## src/rtl/assert_macros.svh

```systemverilog
// Assertion macros shared by the receiver RTL.
// Each macro expects signals named clk and rst_n in the scope where it is used.
`ifndef ASSERT_MACROS_SVH
`define ASSERT_MACROS_SVH

// Property that must hold at every clock edge outside reset.
`define ASSERT_ALWAYS(label, expr, msg) \
    label: assert property (@(posedge clk) disable iff (!rst_n) (expr)) else $error(msg);

// Condition in one cycle that forces a consequence in the next cycle.
`define ASSERT_NEXT(label, ante, cons, msg) \
    label: assert property (@(posedge clk) disable iff (!rst_n) (ante) |=> (cons)) \
        else $error(msg);

`endif

```

## src/rtl/lpfr_pkg.sv

```systemverilog
`timescale 1ns / 1ps
// Constants and types for the length-prefixed frame receiver.
// No dependencies; used by length_prefixed_frame_receiver_top.
package lpfr_pkg;

    // Buffer sizes.
    localparam int BUF_DEPTH  = 32;
    localparam int HELD_BYTES = 30;
    localparam int POS_W      = $clog2(BUF_DEPTH);
    localparam int HELD_IDX_W = $clog2(HELD_BYTES);

    // Length compare width: a payload length byte plus overhead.
    localparam int NEED_W = 9;

    // Frame format.
    localparam logic [7:0]        SYNC_BYTE      = 8'h5a;
    localparam logic [7:0]        TYPE_LATCH     = 8'h45;
    localparam logic [NEED_W-1:0] FRAME_OVERHEAD = NEED_W'(5);

    // Field widths and stream widths.
    localparam int KIND_W      = 2;
    localparam int RD_IDX_W    = 5;
    localparam int IN_TDATA_W  = 16;
    localparam int OUT_TDATA_W = 16;

    // Item kinds carried in tuser.
    localparam logic [KIND_W-1:0] KIND_BYTE    = 2'd0;
    localparam logic [KIND_W-1:0] KIND_RELEASE = 2'd1;
    localparam logic [KIND_W-1:0] KIND_READ    = 2'd2;

    // One result item, frame_ready in the lowest bit.
    typedef struct packed {
        logic [7:0] read_byte;
        logic       frame_dropped;
        logic       frame_latched;
        logic       frame_ready;
    } result_t;

    localparam int RESULT_W = $bits(result_t);

endpackage

```

## src/rtl/length_prefixed_frame_receiver_top.sv

```systemverilog
`timescale 1ns / 1ps
// Length-prefixed frame receiver: byte stream deframer with a held frame.
// Depends on lpfr_pkg and assert_macros.svh.
//
// Usage:
//   Input items arrive on the s_axis channel. tuser carries the kind
//   (received byte, release held frame, read held byte) and tdata carries
//   the received byte and the held-frame read index.
//   Each input item yields exactly one result item on the m_axis channel
//   with the ready flag, the latched and dropped flags and the read byte.
//   An accepted item is first loaded into the input register, and the item
//   then moves through the frame logic into the result register once that
//   register is free. Throughput is one item per cycle while m_axis_tready
//   stays high; the whole frame check and the parallel copy of the receive
//   buffer into the held frame fit between those two registers.
//   If the downstream side holds m_axis_tready low, the result register
//   holds its item, the input register still takes one more item, and then
//   s_axis_tready drops until the result is taken.
//   Reset clears the receive buffer, the held frame, the position counter,
//   the ready flag and the valid bits of both pipeline registers.
`include "assert_macros.svh"

module length_prefixed_frame_receiver_top (
    input  logic                               clk,
    input  logic                               rst_n,
    input  logic                               s_axis_tvalid,
    output logic                               s_axis_tready,
    // Bits from low: rx_byte [7:0], read_index [12:8], zero fill.
    input  logic [lpfr_pkg::IN_TDATA_W-1:0]    s_axis_tdata,
    // Bits from low: kind [1:0].
    input  logic [lpfr_pkg::KIND_W-1:0]        s_axis_tuser,
    output logic                               m_axis_tvalid,
    input  logic                               m_axis_tready,
    // Bits from low: frame_ready, frame_latched, frame_dropped,
    // read_byte [10:3], zero fill.
    output logic [lpfr_pkg::OUT_TDATA_W-1:0]   m_axis_tdata
);

    // Input register.
    logic                              in_vld_reg;
    logic [lpfr_pkg::KIND_W-1:0]       in_kind_reg;
    logic [7:0]                        in_byte_reg;
    logic [lpfr_pkg::RD_IDX_W-1:0]     in_idx_reg;

    // Result register.
    logic                              out_vld_reg;
    lpfr_pkg::result_t                 out_res_reg;
    lpfr_pkg::result_t                 out_res_next;

    // Frame state.
    logic [7:0]                        store_reg [lpfr_pkg::BUF_DEPTH];
    logic [7:0]                        store_next [lpfr_pkg::BUF_DEPTH];
    logic [7:0]                        held_reg [lpfr_pkg::HELD_BYTES];
    logic [7:0]                        held_copy [lpfr_pkg::HELD_BYTES];
    logic [lpfr_pkg::POS_W-1:0]        pos_reg;
    logic [lpfr_pkg::POS_W-1:0]        pos_next;
    logic                              ready_reg;
    logic                              ready_next;

    logic                              out_free;
    logic                              proc;
    logic                              take_byte;
    logic                              latch;
    logic                              dropped;
    logic [lpfr_pkg::POS_W:0]          pos_inc;
    logic [lpfr_pkg::NEED_W-1:0]       pos_cmp;
    logic [lpfr_pkg::NEED_W-1:0]       need;
    logic [lpfr_pkg::HELD_IDX_W-1:0]   held_idx;
    logic                              idx_ok;

    // Handshake: the result register frees up when empty or being taken.
    assign out_free      = !out_vld_reg || m_axis_tready;
    assign proc          = in_vld_reg && out_free;
    assign s_axis_tready = !in_vld_reg || out_free;
    assign take_byte     = proc && (in_kind_reg == lpfr_pkg::KIND_BYTE);

    always_ff @(posedge clk or negedge rst_n)
    begin
        if (!rst_n)
        begin
            in_vld_reg <= 1'b0;
        end
        else if (s_axis_tready)
        begin
            in_vld_reg <= s_axis_tvalid;
        end
    end

    always_ff @(posedge clk)
    begin
        if (s_axis_tready && s_axis_tvalid)
        begin
            in_kind_reg <= s_axis_tuser;
            in_byte_reg <= s_axis_tdata[7:0];
            in_idx_reg  <= s_axis_tdata[8 +: lpfr_pkg::RD_IDX_W];
        end
    end

    // Receive buffer with the current byte merged in at the position.
    always_comb
    begin
        for (int i = 0; i < lpfr_pkg::BUF_DEPTH; i++)
        begin
            store_next[i] = store_reg[i];
        end
        store_next[pos_reg] = in_byte_reg;
    end

    // Held frame image: buffer positions past the buffer end read as zero.
    for (genvar g = 0; g < lpfr_pkg::HELD_BYTES; g++)
    begin : g_copy
        if (g < lpfr_pkg::BUF_DEPTH)
        begin : g_in
            assign held_copy[g] = store_next[g];
        end
        else
        begin : g_out
            assign held_copy[g] = 8'h00;
        end
    end

    // Position and frame completion.
    assign pos_inc = {1'b0, pos_reg} + 1'b1;
    assign pos_cmp = lpfr_pkg::NEED_W'(pos_inc);
    assign need    = lpfr_pkg::NEED_W'(store_next[3]) + lpfr_pkg::FRAME_OVERHEAD;

    always_comb
    begin
        pos_next = pos_inc[lpfr_pkg::POS_W-1:0];
        latch    = 1'b0;
        dropped  = 1'b0;
        if (store_next[0] != lpfr_pkg::SYNC_BYTE)
        begin
            pos_next = '0;
        end
        else if (pos_cmp == lpfr_pkg::NEED_W'(2) && store_next[1] != lpfr_pkg::SYNC_BYTE)
        begin
            pos_next = '0;
        end
        else if (pos_cmp > lpfr_pkg::NEED_W'(3))
        begin
            if (pos_cmp != need)
            begin
                // A frame that fills the buffer without completing is dropped.
                if (pos_cmp == lpfr_pkg::NEED_W'(lpfr_pkg::BUF_DEPTH))
                begin
                    pos_next = '0;
                    dropped  = 1'b1;
                end
            end
            else
            begin
                pos_next = '0;
                latch    = (store_next[2] == lpfr_pkg::TYPE_LATCH) && !ready_reg;
            end
        end
    end

    // Held frame read port.
    assign held_idx = lpfr_pkg::HELD_IDX_W'(in_idx_reg);
    assign idx_ok   = int'(in_idx_reg) < lpfr_pkg::HELD_BYTES;

    // Result of the item in the input register.
    always_comb
    begin
        ready_next   = ready_reg;
        out_res_next = '0;
        case (in_kind_reg)
            lpfr_pkg::KIND_BYTE:
            begin
                out_res_next.frame_latched = latch;
                out_res_next.frame_dropped = dropped;
                if (latch)
                begin
                    ready_next = 1'b1;
                end
            end
            lpfr_pkg::KIND_RELEASE:
            begin
                ready_next = 1'b0;
            end
            lpfr_pkg::KIND_READ:
            begin
                if (idx_ok)
                begin
                    out_res_next.read_byte = held_reg[held_idx];
                end
            end
            default:
            begin
                ready_next = ready_reg;
            end
        endcase
        out_res_next.frame_ready = ready_next;
    end

    // Frame state registers.
    always_ff @(posedge clk or negedge rst_n)
    begin
        if (!rst_n)
        begin
            pos_reg   <= '0;
            ready_reg <= 1'b0;
            for (int i = 0; i < lpfr_pkg::BUF_DEPTH; i++)
            begin
                store_reg[i] <= 8'h00;
            end
            for (int i = 0; i < lpfr_pkg::HELD_BYTES; i++)
            begin
                held_reg[i] <= 8'h00;
            end
        end
        else
        begin
            if (proc)
            begin
                ready_reg <= ready_next;
            end
            if (take_byte)
            begin
                pos_reg <= pos_next;
                for (int i = 0; i < lpfr_pkg::BUF_DEPTH; i++)
                begin
                    store_reg[i] <= store_next[i];
                end
                if (latch)
                begin
                    for (int i = 0; i < lpfr_pkg::HELD_BYTES; i++)
                    begin
                        held_reg[i] <= held_copy[i];
                    end
                end
            end
        end
    end

    // Result register.
    always_ff @(posedge clk or negedge rst_n)
    begin
        if (!rst_n)
        begin
            out_vld_reg <= 1'b0;
        end
        else if (out_free)
        begin
            out_vld_reg <= in_vld_reg;
        end
    end

    always_ff @(posedge clk)
    begin
        if (proc)
        begin
            out_res_reg <= out_res_next;
        end
    end

    assign m_axis_tvalid = out_vld_reg;
    assign m_axis_tdata  = lpfr_pkg::OUT_TDATA_W'(out_res_reg);

    // Checks on the frame logic.
    `ASSERT_ALWAYS(a_pos_in_range, int'(pos_reg) < lpfr_pkg::BUF_DEPTH,
        "position counter left the buffer")
    `ASSERT_ALWAYS(a_latch_drop_excl,
        !(out_vld_reg && out_res_reg.frame_latched && out_res_reg.frame_dropped),
        "result both latched and dropped a frame")
    `ASSERT_ALWAYS(a_latch_sets_ready,
        !(out_vld_reg && out_res_reg.frame_latched && !out_res_reg.frame_ready),
        "latched frame without the ready flag")
    `ASSERT_NEXT(a_release_clears, proc && in_kind_reg == lpfr_pkg::KIND_RELEASE,
        !ready_reg, "release item left the ready flag set")

endmodule

```

## config.mk

```make
export PLATFORM = sky130hd
export DESIGN_NAME = length_prefixed_frame_receiver_top
export DESIGN_NICKNAME = d
export VERILOG_FILES = /design/src/rtl/lpfr_pkg.sv /design/src/rtl/length_prefixed_frame_receiver_top.sv
export VERILOG_INCLUDE_DIRS = /design/src /design/src/rtl
export SDC_FILE = /design/constraint.sdc
export NUM_CORES = 1
export LEC_CHECK = 0
export BUFFER_PORTS_ARGS = -buffer_cell sky130_fd_sc_hd__buf_2
export CAP_MARGIN = 20
export CELL_PAD_IN_SITES_DETAIL_PLACEMENT = 0
export CELL_PAD_IN_SITES_GLOBAL_PLACEMENT = 1
export CORE_AREA = 2 2 219 221
export CTS_CLUSTER_DIAMETER = 200
export DETAILED_ROUTE_END_ITERATION = 6
export DIE_AREA = 0 0 221 223
export PLACE_DENSITY_LB_ADDON = 0.25
export SKIP_CTS_REPAIR_TIMING = 1
export SLEW_MARGIN = 0
export SYNTH_ARGS = -nofsm -noshare
export SYNTH_HDL_FRONTEND = slang
export SYNTH_SLANG_ARGS = --single-unit
```

## constraint.sdc

```tcl
create_clock -name clk -period 4.7 [get_ports clk]
set_input_delay 0.94 -clock clk [delete_from_list [all_inputs] [get_ports clk]]
set_output_delay 0.94 -clock clk [all_outputs]
set_load 0.01 [all_outputs]
```

## Word-level counts from Yosys, hierarchy flattened

Cells that the tools add are included.

- $add $sub $neg: 2
- $lt $le $gt $ge: 5
- Equal/unequal tests: 8
- Multiplexer cells: 18
- Bitwise gates (word level): 5
- Reduce and logical (&&, ||, !) cells: 15

Operators by type and width:

| operator | number |
|---|---|
| $bwmux 256 | 1 |
| $bmux 8 s5 | 1 |
| $demux 8 s5 | 1 |
| $mux 5 | 5 |
| $mux 8 | 3 |
| $ne 8x7->1 const B | 2 |
| $ge 6x6->1 const B | 2 |
| $not 5->6 | 2 |
| $add 8x3->9 const B | 1 |
| $ne 6x9->1 | 1 |
| $eq 8x7->1 const B | 1 |
| $add 5x1->6 const B | 1 |
| $eq 6x2->1 const B | 1 |
| $eq 6x6->1 const B | 1 |
| $gt 6x2->1 const B | 1 |
| $logic_and 1x1->1 | 6 |
| $lt 6x1->1 const B | 1 |
| $mux 1 | 6 |
| $lt 5x5->1 const B | 1 |
| $reduce_or 5->1 | 1 |
| $reduce_and 2->1 | 2 |
| $logic_not 1->1 | 3 |
| $not 1->1 | 3 |
| $eq 2x1->1 const B | 1 |
| other kinds (4) | 5 |

- Flip-flop bits (word level): 530
- Bits of input ports: 22
- Output and inout bits: 18
- Logic and storage cells: 126

## Logic depth before layout (Yosys ltp)

- Depth after elaboration: 14
- Gate-level depth with buffers: 15
- Depth with buffers taken out: 12

## Worst setup path before layout

No wires, ideal clock.

- Path type: register to register
- Start point: register pos_reg[0] (netlist bit)
- End point: register held_reg[100] (netlist bit)
- Setup time: 127 ps
- Arrival time: 3855 ps
- Required time: 4573 ps
- Setup slack: 718 ps
- Stages on the path, launching flop included: 16
- Buffers on the path: 4
- Period minus slack after synthesis: 3982 ps
- Cells stage by stage: dfrtp_1 > ha_1 > nor4b_2 > buf_4 > buf_2 > mux2_2 > ha_1 > nor2_1 > mux2_2 > or4b_1 > a211oi_1 > o211ai_1 > nor3_4 > buf_6 > buf_6 > mux2_1

RTL lines:

| what | line | RTL |
|---|---|---|
| from (decl) | length_prefixed_frame_receiver_top.sv:55 | `logic [lpfr_pkg::POS_W-1:0] pos_reg;` |
| from (signal assigned) | length_prefixed_frame_receiver_top.sv:221 | `pos_reg <= pos_next;` |
| to (signal, indexed assignment) | length_prefixed_frame_receiver_top.sv:230 | `held_reg[i] <= held_copy[i];` |
| to (decl) | length_prefixed_frame_receiver_top.sv:53 | `logic [7:0] held_reg [lpfr_pkg::HELD_BYTES];` |

==> summary.md <==
The run finished with clean final reports. The logs give 4.85 ns for the worst path arrival time and 40 for the count of pins on the block boundary. During placement, the flow inserted port buffers numbering 31.

The longest clock path from root to sink contains 3 buffers. The pre-antenna-repair detailed-routing pass consisted of 5 iterations. The layout has 3747 filler cells. Summed over all nets, the switching power comes to 0.00203 W.

The logs give 53 for the number of distinct standard cells referenced by the synthesized netlist and 14173 for the vias after detailed routing. In the final design database the tool counted 1777 nets. Entering global routing, the biggest net connects 102 pins. In this run the mean area of a mapped cell was 14.1 um^2.

Post-route fraction of the period consumed by the critical path: 0.931. In this run, the number of DRC markers left after iteration 0 of detailed routing was 990. The area fraction in compound gates after synthesis came out at 0.0203. The final routed DRC violation total came out at 0.

The run gives 36500 um as the half-perimeter wire length of the detailed placement result. The worst setup path is launched from a register. The setup total negative slack is 0 ns. The floorplan has 80 rows. The highest clock frequency the design can meet is 229 MHz, and the layout-stage area growth over the synthesis result is 10.7%.

STA puts the critical path data required time at 5.18 ns. In the final routed layout, each cell accounts on average for 23.8 um. The commonest cells after synthesis are 488 x sky130_fd_sc_hd__dfrtp_1, 449 x sky130_fd_sc_hd__mux2_2, 191 x sky130_fd_sc_hd__mux2_1. The number of global-route vias before repair was 14836; the antenna diode count was 0.

The effective utilization at floorplan is 0.523, and the number of enable flip-flop cells after synthesis is 26. Dominant cell by count in the synthesized netlist: sky130_fd_sc_hd__dfrtp_1. After clock tree synthesis, the clock-pin slew on the worst setup and hold paths is 0.06 ns.

The tools report the TritonCTS buffer count as 54. Synthesis produced a netlist whose cell count is 1752. Class of the most critical hold timing path: input pin to asynchronous set/reset pin.

Excluding fillers, the count of instances in the completed layout stands at 2406. The most used flip-flop cell after synthesis is sky130_fd_sc_hd__dfrtp_1. The area share of the leading cell type in the synthesized netlist works out to 0.495. After detailed routing, the number of vias per cell comes to 5.89. Including well taps, the total number of placed cells is 2308.

Across the whole layout, storage elements account for 0.0130 mm^2. The mux cell area share after synthesis was 0.364. The run gives 0 as the max-slew violation count. The actual slew at the worst max-slew pin works out to 1.11 ns. The logs give 57400 um for the final routed wirelength across all metal layers and 0.0471 mm^2 for the area of the placeable core.

The logs give 0 for the residual overflow from global routing and 514 for the total number of clock tree sinks. In this run the vertical extent of the chip is 223 um. Setup violations remaining at the end of the flow were counted as 0. The run gives 0 as the initial antenna violation count.

In the post-synthesis netlist, the biggest area contributors are sky130_fd_sc_hd__dfrtp_1 50%, sky130_fd_sc_hd__mux2_2 21%, sky130_fd_sc_hd__mux2_1 8.7%. The largest fanout of any net on the critical path was 39; the clock skew was 0.0101 ns. The worst max-slew margin expressed relative to the limit is 0.250. The classification of the worst setup path is register to register. The share of power burned in the clock network was 0.468; the synthesized-area fraction occupied by adder cells was 0.00304.

The proportion of synthesized flip-flops having asynchronous set or reset was 0.949; the total of max-cap violations was 0. By area, the combinational part of the netlist is dominated by multiplexers. Cell internal power was estimated by the tool at 0.00717 W.

At the end of routability-driven placement, the weighted congestion stood at 0.818. The synthesized netlist occupies a cell area of 0.0247 mm^2. The areal power density over the cells works out to 337 mW/mm^2. The layout cell share with drive strength beyond 1 is 0.395. TritonCTS built the clock tree. The clock root buffer master is sky130_fd_sc_hd__clkbuf_16. The element type at the critical path end is a register. The logs give 0.493 for the sequential cell fraction of total power and 2 for the maximum level of the CTS H-tree.

The net switching share of the total power is 0.221, and the sequential area share after synthesis is 0.527. Clock latency on the worst-skew pair, taken at its later pin, is 0.60 ns. For the number of endpoints with negative hold slack in the final report, the log shows 0. The tools report the combinational share of power as 0.039. In the final layout, the multi-input gates occupy 0.0109 mm^2. The Yosys step of the flow raised 0 warnings. The count of nets left with antenna violations once routing finished came out at 0. The post-synthesis share of cell area spent on xor and xnor gates came out at 0.00426.

The horizontal extent of the die was 221 um; the smallest hold slack was 0.368 ns. The run gives 13.4 nW as the static leakage. For the die area, the log shows 0.0493 mm^2. The tools report the combined global-route utilization of all metal layers as 0.239.

The first-pass GRT wire length was 90700 um. The clock period minus worst slack came out at 4.38 ns. The fraction of the mapped netlist area in simple logic gates works out to 0.0491. Synthesis inferred 514 register bits. Across the VDD grid, the largest voltage drop is 370 uV.

Setup repair after global routing left no endpoint under its margin. The largest total area in the synthesized netlist belongs to sky130_fd_sc_hd__dfrtp_1.
[power groups by stage]
stage / registers [W] / clock network, W / logic, W
5_1_grt: 0.00454 / 0.00458 / 0.000399
6_report: 0.00454 / 0.00430 / 0.000361
3_5_place_dp: 0.00462 / 0 / 0.000368
4_1_cts: 0.00454 / 0.00440 / 0.000369
2_1_floorplan: 0.00460 / 0 / 0.000179
3_3_place_gp: 0.00461 / 0 / 0.000361
[stage by stage]
| stage | power, W | util | worst slack [ns] | area, um^2 |
|---|---|---|---|---|
| final | 0.00920 | 0.579 | 0.324 | 27300 |
| after global routing | 0.00951 | 0.579 | 0.0429 | 27300 |
| after CTS | 0.00931 | 0.579 | 0.353 | 27300 |
| after detailed placement | 0.00499 | 0.541 | 0.382 | 25500 |
| after global placement | 0.00498 | 0.541 | 0.458 | 25500 |
| after floorplan | 0.00477 | - | 0.718 | 24700 |
[final timing paths]
kind	start	endpoint	slack [ns]	depth (start not counted)
worst max-delay path	pos_reg[0]	held_reg[15]	0.32	14
worst min-delay path	rst_n	store_reg[248]	0.37	1
worst max register to register	pos_reg[0]	held_reg[15]	0.32	14
worst min register to register	held_reg[222]	held_reg[222]	0.46	1
max in group asynchronous	rst_n	held_reg[119]	3.20	2
min in group clk	held_reg[222]	held_reg[222]	0.46	1
[placed cells by master, fill, tap and decap left out, types with 8 or more instances in the layout]
cell                        synthesis  layout
sky130_fd_sc_hd__buf_12             0      16
sky130_fd_sc_hd__clkbuf_16          0      57
sky130_fd_sc_hd__nor2b_1           14      14
sky130_fd_sc_hd__buf_2              9      30
sky130_fd_sc_hd__nand2_1           87      87
sky130_fd_sc_hd__o22ai_1           11      11
sky130_fd_sc_hd__mux2_2           449     449
sky130_fd_sc_hd__edfxtp_1          26      26
sky130_fd_sc_hd__buf_4              7      35
sky130_fd_sc_hd__clkbuf_1          97      18
sky130_fd_sc_hd__nor3_1            12      11
sky130_fd_sc_hd__nor2_1            28      28
sky130_fd_sc_hd__nand3_1           14      14
sky130_fd_sc_hd__mux2_1           191     191
sky130_fd_sc_hd__clkbuf_8           0      16
sky130_fd_sc_hd__inv_1             15      15
sky130_fd_sc_hd__or2_2             25      25
sky130_fd_sc_hd__xnor2_1            8       8
sky130_fd_sc_hd__o21ai_0           60      60
sky130_fd_sc_hd__dfrtp_1          488     488
sky130_fd_sc_hd__mux2i_1           33      33
sky130_fd_sc_hd__nand2b_1          14      14
sky130_fd_sc_hd__mux4_2            64      64
[cells by family after synthesis]
family | Yosys count
adder cells (fa/ha/maj) | 6
flip-flops | 514
other | 1
XOR/XNOR | 12
multiplexers | 737
AND/OR/NAND/NOR | 232
AO/OA/AOI/OAI | 90
buffers and inverters | 160
[area by class of cell]
type                       instances  share of cell area
clock inverter                     7             0.00321
inverter                          15             0.00206
sequential                       514               0.476
clock buffer                      91              0.0628
timing repair buffer              82              0.0274
tap                              615              0.0282
multi-input combinational       1082               0.400
[metal layers]
| layer | track usage | up-vias | routed length [um] |
|---|---|---|---|
| met3 | 0.0389 | 89 | 2700 |
| met2 | 0.371 | 276 | 26500 |
| li1 | - | 6323 | - |
| met4 | 0.0872 | 0 | 1850 |
| met1 | 0.341 | 7485 | 26400 |
| met5 | 0 | - | 0 |
[worst max-delay path, cell delays in order (launching register included)]
cell and delay [ns]:
sky130_fd_sc_hd__dfrtp_1 0.53, sky130_fd_sc_hd__ha_1 0.23, sky130_fd_sc_hd__nor4b_4 0.33, sky130_fd_sc_hd__mux2i_1 0.19, sky130_fd_sc_hd__inv_1 0.12, sky130_fd_sc_hd__ha_1 0.30, sky130_fd_sc_hd__nor2_1 0.07, sky130_fd_sc_hd__mux2_2 0.29
sky130_fd_sc_hd__or4b_1 0.47, sky130_fd_sc_hd__a211oi_1 0.30, sky130_fd_sc_hd__o211ai_1 0.18, sky130_fd_sc_hd__nor3_4 0.34, sky130_fd_sc_hd__buf_12 0.23, sky130_fd_sc_hd__buf_12 0.26, sky130_fd_sc_hd__mux2_2 0.36
Power figures use the tool's default switching activity.
